--- config.mk ---
export PLATFORM = sky130hd
export DESIGN_NAME = sync_sum_packet_deframer
export DESIGN_NICKNAME = d
export VERILOG_FILES = /design/src/design/sspd_pkg.sv /design/src/design/sspd_ram.sv /design/src/design/sspd_alu.sv /design/src/design/sync_sum_packet_deframer.sv
export SDC_FILE = /design/constraint.sdc
export NUM_CORES = 1
export LEC_CHECK = 0
export BUFFER_PORTS_ARGS = -buffer_cell sky130_fd_sc_hd__buf_2
export CELL_PAD_IN_SITES_DETAIL_PLACEMENT = 2
export CELL_PAD_IN_SITES_GLOBAL_PLACEMENT = 2
export CORE_UTILIZATION = 52
export CTS_CLUSTER_DIAMETER = 60
export DETAILED_ROUTE_END_ITERATION = 10
export HOLD_SLACK_MARGIN = 0.08
export PLACE_DENSITY_LB_ADDON = 0.1
export SLEW_MARGIN = 20
export SYNTH_ARGS = -nofsm -noshare
export SYNTH_HDL_FRONTEND = slang
export SYNTH_SLANG_ARGS = --single-unit
--- constraint.sdc ---
create_clock -name clk -period 13.6 [get_ports clk]
set_input_delay 1.36 -clock clk [delete_from_list [all_inputs] [get_ports clk]]
set_output_delay 1.36 -clock clk [all_outputs]
set_load 0.01 [all_outputs]
--- src/design/sspd_pkg.sv ---
// Shared constants, types and codes for the sync/checksum packet deframer.
`timescale 1ns / 1ps
`default_nettype none
package sspd_pkg;

  localparam int NUM_VALUES = 48;
  localparam int CHECK_POS  = 2 * NUM_VALUES + 2;
  localparam int POS_W      = $clog2(CHECK_POS + 1);
  localparam int IDX_W      = (NUM_VALUES > 1) ? $clog2(NUM_VALUES) : 1;
  localparam int BYTE_W     = 8;
  localparam int VAL_W      = 16;
  localparam int SLOT_W     = 6;
  localparam int CNT_W      = 16;
  localparam int ALU_W      = 16;

  localparam logic [BYTE_W-1:0] SYNC_BYTE = 8'h40;

  localparam logic STAT_GOOD = 1'b0;
  localparam logic STAT_BAD  = 1'b1;

  typedef enum logic [2:0] {
    ST_IDLE,
    ST_PROC,
    ST_COUNT,
    ST_RD,
    ST_EMIT,
    ST_BAD
  } state_t;

  typedef enum logic [0:0] {
    ALU_ADD,
    ALU_SUB
  } alu_op_t;

  typedef struct packed {
    alu_op_t          op;
    logic [ALU_W-1:0] a;
    logic [ALU_W-1:0] b;
  } alu_req_t;

endpackage
`default_nettype wire

--- src/design/sspd_ram.sv ---
// Single-port-write, registered-read RAM for the decoded value store.
`timescale 1ns / 1ps
`default_nettype none
module sspd_ram #(
  parameter int DEPTH = 48,
  parameter int WIDTH = 16,
  parameter int ADDR_W = (DEPTH > 1) ? $clog2(DEPTH) : 1
) (
  input  wire logic              clk,
  input  wire logic              we,
  input  wire logic [ADDR_W-1:0] waddr,
  input  wire logic [WIDTH-1:0]  wdata,
  input  wire logic              re,
  input  wire logic [ADDR_W-1:0] raddr,
  output logic      [WIDTH-1:0]  rdata
);

  logic [WIDTH-1:0] mem [DEPTH];

  always_ff @(posedge clk) begin
    if (we) begin
      mem[waddr] <= wdata;
    end
  end

  always_ff @(posedge clk) begin
    if (re) begin
      rdata <= mem[raddr];
    end
  end

endmodule
`default_nettype wire

--- src/design/sspd_alu.sv ---
// Shared add/subtract unit: checksum accumulate, checksum compare, counter bumps.
`timescale 1ns / 1ps
`default_nettype none
module sspd_alu (
  input  wire sspd_pkg::alu_req_t     req,
  output logic [sspd_pkg::ALU_W-1:0] y
);
  import sspd_pkg::*;

  always_comb begin
    case (req.op)
      ALU_ADD: y = req.a + req.b;
      ALU_SUB: y = req.a - req.b;
      default: y = req.a + req.b;
    endcase
  end

endmodule
`default_nettype wire

--- src/design/sync_sum_packet_deframer.sv ---
// Sync-byte packet deframer with 8-bit additive checksum: sequencer, value store, output register.
// Each received byte is taken, then processed through the shared adder, before the next is taken.
// Packet end: compare, then counter bump; a good packet then drains its values, each by a store
//   read and an output load, a bad one gives one result; no byte meanwhile.
// First result: registered via the process, count, store-read and emit states (bad: no store read).
// Reset (rst, synchronous, active high): hunting for sync, sum and counters cleared, output
//   empty; the value store is not cleared (every entry is written before it is read).
`timescale 1ns / 1ps
`default_nettype none
module sync_sum_packet_deframer (
  input  wire logic                         clk,
  input  wire logic                         rst,
  input  wire logic [sspd_pkg::BYTE_W-1:0]  rx_byte,
  input  wire logic                         rx_valid,
  output logic                              rx_ready,
  output logic [sspd_pkg::VAL_W-1:0]        sample_value,
  output logic [sspd_pkg::SLOT_W-1:0]       sample_slot,
  output logic                              last_of_run,
  output logic                              status,
  output logic [sspd_pkg::CNT_W-1:0]        good_total,
  output logic [sspd_pkg::CNT_W-1:0]        bad_total,
  output logic                              out_valid,
  input  wire logic                         out_ready
);
  import sspd_pkg::*;

  localparam logic [POS_W-1:0] POS_ZERO  = '0;
  localparam logic [POS_W-1:0] POS_ONE   = POS_W'(1);
  localparam logic [POS_W-1:0] POS_TWO   = POS_W'(2);
  localparam logic [POS_W-1:0] POS_THREE = POS_W'(3);
  localparam logic [POS_W-1:0] POS_CHECK = POS_W'(CHECK_POS);
  localparam logic [IDX_W-1:0] IDX_LAST  = IDX_W'(NUM_VALUES - 1);

  // Sequencer and datapath state
  state_t              state, state_next;
  logic [BYTE_W-1:0]   byte_q;
  logic [POS_W-1:0]    byte_pos, byte_pos_next;
  logic [BYTE_W-1:0]   running_sum, running_sum_next;
  logic [BYTE_W-1:0]   high_hold, high_hold_next;
  logic [CNT_W-1:0]    good_count, good_count_next;
  logic [CNT_W-1:0]    bad_count, bad_count_next;
  logic [IDX_W-1:0]    idx, idx_next;
  logic                chk_ok, chk_ok_next;

  // Shared adder
  alu_req_t            alu_req;
  logic [ALU_W-1:0]    alu_y;

  // Value store
  logic                ram_we, ram_re;
  logic [POS_W-1:0]    wr_off;
  logic [IDX_W-1:0]    ram_waddr;
  logic [VAL_W-1:0]    ram_rdata;

  // Output register load
  logic                out_load;
  logic [VAL_W-1:0]    ld_value;
  logic [SLOT_W-1:0]   ld_slot;
  logic                ld_last;
  logic                ld_status;
  logic                out_free;

  sspd_alu u_alu (
    .req (alu_req),
    .y   (alu_y)
  );

  // Value i arrives on odd byte positions 2i+3; offset by three, halve for the slot.
  assign wr_off    = byte_pos - POS_THREE;
  assign ram_waddr = wr_off[IDX_W:1];

  sspd_ram #(
    .DEPTH (NUM_VALUES),
    .WIDTH (VAL_W)
  ) u_store (
    .clk   (clk),
    .we    (ram_we),
    .waddr (ram_waddr),
    .wdata ({high_hold, byte_q}),
    .re    (ram_re),
    .raddr (idx),
    .rdata (ram_rdata)
  );

  // Output register is free when empty or when its current result goes this cycle
  assign out_free = !out_valid || out_ready;

  always_ff @(posedge clk) begin
    if (rst) begin
      state <= ST_IDLE;
    end else begin
      state <= state_next;
    end
  end

  always_ff @(posedge clk) begin
    if (rst) begin
      byte_pos    <= '0;
      running_sum <= '0;
      high_hold   <= '0;
      good_count  <= '0;
      bad_count   <= '0;
      idx         <= '0;
      chk_ok      <= 1'b0;
    end else begin
      byte_pos    <= byte_pos_next;
      running_sum <= running_sum_next;
      high_hold   <= high_hold_next;
      good_count  <= good_count_next;
      bad_count   <= bad_count_next;
      idx         <= idx_next;
      chk_ok      <= chk_ok_next;
    end
  end

  // Incoming byte register: held until the process cycle
  always_ff @(posedge clk) begin
    if (rx_valid && rx_ready) begin
      byte_q <= rx_byte;
    end
  end

  always_comb begin
    state_next       = state;
    rx_ready         = 1'b0;
    alu_req.op       = ALU_ADD;
    alu_req.a        = '0;
    alu_req.b        = '0;
    ram_we           = 1'b0;
    ram_re           = 1'b0;
    out_load         = 1'b0;
    ld_value         = '0;
    ld_slot          = '0;
    ld_last          = 1'b0;
    ld_status        = STAT_GOOD;
    byte_pos_next    = byte_pos;
    running_sum_next = running_sum;
    high_hold_next   = high_hold;
    good_count_next  = good_count;
    bad_count_next   = bad_count;
    idx_next         = idx;
    chk_ok_next      = chk_ok;

    case (state)
      ST_IDLE: begin
        rx_ready = 1'b1;
        if (rx_valid) begin
          state_next = ST_PROC;
        end
      end

      ST_PROC: begin
        state_next = ST_IDLE;
        if (byte_pos == POS_ZERO) begin
          // hunting: only the sync byte opens a packet
          if (byte_q == SYNC_BYTE) begin
            running_sum_next = byte_q;
            byte_pos_next    = POS_ONE;
          end
        end else if (byte_pos != POS_CHECK) begin
          alu_req.op       = ALU_ADD;
          alu_req.a        = {{(ALU_W-BYTE_W){1'b0}}, running_sum};
          alu_req.b        = {{(ALU_W-BYTE_W){1'b0}}, byte_q};
          running_sum_next = alu_y[BYTE_W-1:0];
          if (byte_pos >= POS_TWO) begin
            if (!byte_pos[0]) begin
              high_hold_next = byte_q;
            end else begin
              ram_we = 1'b1;
            end
          end
          byte_pos_next = byte_pos + POS_ONE;
        end else begin
          // checksum byte: compare through the shared unit
          alu_req.op    = ALU_SUB;
          alu_req.a     = {{(ALU_W-BYTE_W){1'b0}}, running_sum};
          alu_req.b     = {{(ALU_W-BYTE_W){1'b0}}, byte_q};
          chk_ok_next   = (alu_y[BYTE_W-1:0] == '0);
          byte_pos_next = POS_ZERO;
          state_next    = ST_COUNT;
        end
      end

      ST_COUNT: begin
        alu_req.op = ALU_ADD;
        alu_req.a  = chk_ok ? good_count : bad_count;
        alu_req.b  = ALU_W'(1);
        if (chk_ok) begin
          good_count_next = alu_y;
          idx_next        = '0;
          state_next      = ST_RD;
        end else begin
          bad_count_next = alu_y;
          state_next     = ST_BAD;
        end
      end

      ST_RD: begin
        ram_re     = 1'b1;
        state_next = ST_EMIT;
      end

      ST_EMIT: begin
        if (out_free) begin
          out_load  = 1'b1;
          ld_value  = ram_rdata;
          ld_slot   = SLOT_W'(idx);
          ld_last   = (idx == IDX_LAST);
          ld_status = STAT_GOOD;
          if (idx == IDX_LAST) begin
            state_next = ST_IDLE;
          end else begin
            idx_next   = idx + IDX_W'(1);
            state_next = ST_RD;
          end
        end
      end

      ST_BAD: begin
        if (out_free) begin
          out_load   = 1'b1;
          ld_value   = '0;
          ld_slot    = '0;
          ld_last    = 1'b1;
          ld_status  = STAT_BAD;
          state_next = ST_IDLE;
        end
      end

      default: begin
        state_next = ST_IDLE;
      end
    endcase
  end

  // Output register: one result held until its transfer
  always_ff @(posedge clk) begin
    if (rst) begin
      out_valid <= 1'b0;
    end else if (out_load) begin
      out_valid <= 1'b1;
    end else if (out_ready) begin
      out_valid <= 1'b0;
    end
  end

  always_ff @(posedge clk) begin
    if (out_load) begin
      sample_value <= ld_value;
      sample_slot  <= ld_slot;
      last_of_run  <= ld_last;
      status       <= ld_status;
      good_total   <= good_count;
      bad_total    <= bad_count;
    end
  end

  // A load never overwrites a result that has not been transferred
  a_no_overwrite: assert property (@(posedge clk) disable iff (rst)
    out_load |-> (!out_valid || out_ready))
    else $error("output register overwritten before transfer");

  // Packet position never runs past the checksum byte
  a_pos_range: assert property (@(posedge clk) disable iff (rst)
    byte_pos <= POS_CHECK)
    else $error("byte position beyond checksum byte");

  // A bad-checksum result is a single zero result marking the end of the run
  a_bad_shape: assert property (@(posedge clk) disable iff (rst)
    (out_valid && status == STAT_BAD) |->
      (sample_value == '0 && sample_slot == '0 && last_of_run))
    else $error("malformed bad-status result");

  // On a good packet the end marker sits on the final slot only
  a_last_slot: assert property (@(posedge clk) disable iff (rst)
    (out_valid && status == STAT_GOOD) |->
      (last_of_run == (sample_slot == SLOT_W'(NUM_VALUES - 1))))
    else $error("end marker on wrong slot");

  // No byte is taken while a packet's results are still being produced
  a_no_take_in_drain: assert property (@(posedge clk) disable iff (rst)
    (state == ST_RD || state == ST_EMIT || state == ST_BAD || state == ST_COUNT)
      |-> !rx_ready)
    else $error("byte taken during result drain");

endmodule
`default_nettype wire

; Yosys cells after proc, flatten, opt, wreduce, memory -nomap -nowiden
; Memories as Yosys holds them, arrays and structs flattened. A register that Yosys moved wholly into a read port is not among the register bits.
; Cells that the tools add are included.
; Widths: inputs -> output; s select.
[word_totals]
regBits = 130
in_bits = 12
output_inout_bits = 58
n_memories = 1
ramBits = 768
[op_classes]
n_reduce_logical = 19
n_addsub = 5
order_cmp = 1
bitwise_logic = 5
eq_ne = 14
muxes = 38
[mem_list]
columns = name, depth, word_bits, read_ports, rd_ports_with_merged_regs, wr, line
row1 = u_store.mem, 48, 16, 1, 1, 1, sspd_ram.sv:18  ; logic [WIDTH-1:0] mem [DEPTH];
[ops]
columns = cell, n
row1 = $mux 33, 2
row2 = $pmux 33 s2, 1
row3 = $pmux 16 s2, 1
row4 = $mux 8, 3
row5 = $mux 7, 3
row6 = $mux 6, 3
row7 = $pmux 3 s6, 1
row8 = $add 16x16->16, 1
row9 = $mux 16, 1
row10 = $sub 16x16->16, 1
row11 = $mux 1, 14
row12 = $mux 3, 4
row13 = $pmux 6 s2, 1
row14 = $ne 2x2->1 const B, 5
row15 = $reduce_and 3->1, 3
row16 = $eq 8x7->1 const B, 1
row17 = $logic_not 8->1, 1
row18 = $reduce_and 2->1, 4
row19 = $add 7x1->7 const B, 1
row20 = $ge 7x2->1 const B, 1
row21 = $logic_not 7->1, 1
row22 = $ne 7x7->1 const B, 1
row23 = $sub 7x2->7 const B, 1
row24 = $add 6x1->6 const B, 1
row25 = other kinds (16), 26

; Logic depth before layout (Yosys ltp)
[depth]
ltp_word = 8
ltp_mapped = 17
ltp_nobuf = 15

; By module
; From an unflattened synthesis, not the netlist that was laid out.
[unflattened]
hier_cells = 2126
hier_area_um2 = 36835.3
[by_module_without_submodules]
columns = mod, n_inst, area_each_um2, cells_each, seq_area_each_um2
row1 = sspd_ram, 1, 30460.5, 1499, 23542.6
row2 = sync_sum_packet_deframer, 1, 5385.2, 491, 3243.1
row3 = sspd_alu, 1, 989.7, 136, 0.0

; Worst setup path before layout
; OpenSTA, ideal clock, no wires.
[synth_path]
path_type = input to register
from = input out_ready
to = register idx[3]
t_required_ps = 13530
setup_time_ps = 70
path_slack_ps = 8336
stages = 5
t_arrival_ps = 5195
cell_sequence = nor2b_1 nor2_1 a22oi_1 or4_1 a21oi_1
[synth_via]
elab_chain_len = 3
[synth_rtl]
columns = item, line
row1 = start: declaration, sync_sum_packet_deframer.sv:23  ; input wire logic out_ready
row2 = $logic_or 1x1->1, sync_sum_packet_deframer.sv:86  ; assign out_free = !out_valid || out_ready;
row3 = $ne 2x2->1 (no line), --
row4 = $reduce_and 4->1 (no line), --
row5 = end signal: assignment, sync_sum_packet_deframer.sv:111  ; idx <= idx_next;
row6 = end: declaration, sync_sum_packet_deframer.sv:42  ; logic [IDX_W-1:0] idx, idx_next;
; Every way passes these cells.
; A chain may end at the register's enable or synchronous reset.

; Worst setup path in the final report
[layout_path]
from = register byte_pos[2]
to = register bad_count[11]
[layout_via]
elab_chain_len = 6
[layout_rtl]
columns = item, line
row1 = start: declaration, sync_sum_packet_deframer.sv:37  ; logic [POS_W-1:0] byte_pos, byte_pos_next;
row2 = start signal: assignment, sync_sum_packet_deframer.sv:106  ; byte_pos <= byte_pos_next;
row3 = $ne 7x7->1, sync_sum_packet_deframer.sv:160  ; end else if (byte_pos != POS_CHECK) begin
row4 = $mux 33, sync_sum_packet_deframer.sv:160
row5 = $mux 33 *, sync_sum_packet_deframer.sv:154  ; if (byte_pos == POS_ZERO) begin
row6 = $pmux 33 s2 *, sync_sum_packet_deframer.sv:144  ; case (state)
row7 = "parallel branches: the longest is 1 deep, another holds $sub 16x16->16", --
row8 = $pmux 16 s2 *, sspd_alu.sv:11  ; case (req.op)
row9 = end signal: assignment, sync_sum_packet_deframer.sv:110  ; bad_count <= bad_count_next;
row10 = end: declaration, sync_sum_packet_deframer.sv:41  ; logic [CNT_W-1:0] bad_count, bad_count_next;
; Mark *: on every way between the ends.

==> flow_summary.json <==
{
  "design.die.area_um2": 71200,
  "skew_ns": 0.0369,
  "die_w_um": 267,
  "synthToLayoutAreaGrowth_pct": 13.2,
  "wl_met3_um": 11900,
  "clockBufferDepth": 3,
  "routed.top_layer": "met5",
  "rows": 96,
  "finalHoldViolations": 0,
  "synth_area_um2": 36500,
  "synth_xor_area_share_pct": 0.384,
  "cts_tree": "done",
  "wl_um": 137000,
  "synth-simple-area-share_pct": 5.24,
  "synth_compound_area_share_pct": 4.17,
  "finalSetupTns_ns": 0,
  "grt_setup_unrepaired": "false",
  "startpoint_type": "register",
  "cts_buffers": 96,
  "synth-edff-count": 848,
  "grt_max_degree": 64,
  "crit_type": "reg -> reg",
  "fin_crit_sh_pct": 39.2,
  "synth_adder_area_share_pct": 0.776,
  "avgSynthCellArea_um2": 18.4,
  "ant_nets": 0,
  "status": "complete, no violations",
  "io_buffers": 69,
  "setup_viol": 0,
  "preCtsSetupSlack_ns": 8.64,
  "cts_sinks": 914,
  "dr.pass1.iters": 6,
  "synth_nets": 2016,
  "dpl.hpwl_um": 75200,
  "crit_fanout": 18,
  "stdcell_area_um2": 41300,
  "synth_ff_type": "edfxtp_1",
  "worstPathArrival_ns": 5.90,
  "synth_top_area_cell": "edfxtp_1",
  "synth_top_family_by_area": "multiplexers",
  "place_inst": 2960,
  "htree_num_levels": 3,
  "place_area_um2": 38100,
  "grt_pass1_wl_um": 191000,
  "maxSlewViolCount": 0,
  "root_buffer": "clkbuf_16",
  "gp_congestion": 0.817,
  "grt-ovfl-total": 0,
  "power_density_nw_per_um2": 142,
  "hold_class": "reg -> reg",
  "drt-initial-drc-count": 3120,
  "cp.required_ns": 14.17,
  "post-route-drc-count": 0,
  "cts_resized": 0,
  "grt_pass1_vias": 23500,
  "m1WireLength_um": 49500,
  "avgRoutedWirePerCell_um": 43.7,
  "met2WireLength_um": 67800,
  "fin_cells": 3144,
  "core_um2": 68900,
  "max-cap-violations": 0,
  "ys_types": 68,
  "via_per_inst": 7.08,
  "synth.area.top_cells": "edfxtp_1 (70%), mux4_2 (11%), dfxtp_1 (3.6%)",
  "ys_warn_count": 0,
  "syn_inst": 1982,
  "clock_insertion_delay_worst_skew_ns": 0.69,
  "grt.total_usage_pct": 39.4,
  "ys_seq_area_share_pct": 73.5,
  "antenna_found_initial": 7,
  "max_slew_margin_pct": 19.5,
  "cts.clk_slew.worst_paths_ns": 0.06,
  "ioPinCount": 70,
  "post-cts-setup-buffers": 0,
  "fin_crit_ns": 5.33,
  "power_w": 0.00585,
  "end_kind": "register",
  "hold_buffers": 0,
  "synth_top_area_share_pct": 69.8,
  "timing.final.ws_setup_ns": 8.27,
  "nFillCells": 5665,
  "p_leak_nw": 12.7,
  "async_reset_ff_share_pct": 0,
  "synth_mux_area_share_pct": 14.3,
  "fmax_mhz": 188,
  "fin_nets": 2161,
  "die_y_um": 267,
  "vias": 22300,
  "tightestPinTransition_ns": 1.20,
  "drive_above_1_share_pct": 22.9,
  "start_util_pct": 52.9,
  "ys_ff_latch": 914,
  "ir_worst_vdd_uv": 128
}
-- worst max-delay path, cell delays in order, from the launching register on --
cell      delay (ns)
dfxtp_1         0.55
nor4_1          0.74
and3_1          0.53
nor2_1          0.11
buf_4           0.23
a21oi_1         0.26
ha_1            0.32
a21oi_1         0.17
nand3_1         0.19
o211ai_1        0.15
ha_1            0.45
a21oi_1         0.16
and2_1          0.22
a211oi_1        0.71
nor3_1          0.16
o31ai_1         0.27
-- layer usage --
layer	vias to the layer above	GRT usage [%]
li1	8316	-
met1	11900	50.1
met2	1614	64.9
met3	416	6.60
met4	4	21.2
met5	-	0
-- flip-flops by register name, indices dropped and copies added, names as in the netlist, 3 cells and up --
signal,flops
good_total,16
idx,6
good_count,16
u_store.rdata,16
state,3
running_sum,8
byte_q,8
high_hold,8
bad_count,16
u_store.mem,768
byte_pos,7
bad_total,16
sample_value,16
sample_slot,6
-- cell usage in the layout, fill, tap and decap left out, drive strengths merged, types with 21 or more instances in the layout --
master,count
dfxtp,66
a2111oi,32
nand3,23
ha,21
and2,28
o22ai,33
buf,155
clkinv,39
clkbuf,128
mux2i,124
mux4,176
nand2,89
o21ai,28
nor3,32
edfxtp,848
a21oi,51
nor2,133
-- per-stage QoR --
step	hold WS, ns	util, %
floorplan	0.424	-
global placement	0.438	55.2
detailed placement	0.454	55.3
CTS	0.473	59.9
global route	0.485	59.9
finish	0.464	59.9
-- final timing paths --
kind | startpoint | to | slack [ns] | depth (start not counted)
worst max-delay path | byte_pos[2] | bad_count[11] | 8.27 | 15
worst max register to register | byte_pos[2] | bad_count[11] | 8.27 | 15
worst min register to register | good_count[7] | good_total[7] | 0.46 | 0
worst min-delay path | good_count[7] | good_total[7] | 0.46 | 0
-- final cells by class --
type / count / area (µm²) / share of cell area [%]
Inverter: 11 / 41.3 / 0.100
Sequential cell: 914 / 26800 / 64.9
Clock buffer: 128 / 2670 / 6.46
Clock inverter: 53 / 467 / 1.13
Tap cell: 931 / 1160 / 2.82
Timing Repair Buffer: 155 / 986 / 2.39
Antenna cell: 3 / 7.51 / 0.0182
Multi-Input combinational cell: 949 / 9160 / 22.2
-- cell families (layout without fill, tap and decap cells) --
logic type               after synthesis  count (layout)
XOR/XNOR                              16              16
buffers and inverters                119             347
other                                  0               3
multiplexers                         301             301
adder cells (fa/ha/maj)               22              22
flip-flops                           914             914
AO/OA/AOI/OAI                        217             217
AND/OR/NAND/NOR                      393             393
-- Yosys cell counts (3+ instances only) --
library cell	n
a2111oi_1	28
o31ai_1	10
o22ai_1	33
inv_1	11
nand4_1	6
xor2_1	8
nor2_1	133
o21a_1	6
buf_2	35
a311oi_1	3
buf_6	8
ha_1	21
dfxtp_1	66
a21oi_1	51
edfxtp_1	848
o211ai_1	12
a2111o_1	4
and3_1	6
buf_8	3
mux2i_1	124
o21ai_0	27
clkbuf_1	51
a21o_1	6
mux4_2	176
nand2b_1	9
xnor2_1	8
a211oi_1	11
nand3b_1	13
nand2_1	89
and2_1	28
nand3_1	23
nor2b_1	20
nor4b_1	3
buf_1	8
or3_1	9
a221oi_1	3
or2_2	5
nor3_1	29
nor4_1	8
a31oi_1	4
-- power by group --
part | internal, W | total, W | switching (W)
registers | 0.00305 | 0.00305 | 0.00000245
clock network | 0.00153 | 0.00275 | 0.00122
logic | 0.00000639 | 0.0000483 | 0.0000419
total | 0.00459 | 0.00585 | 0.00126
No activity file was read; power rests on OpenSTA's default activity.
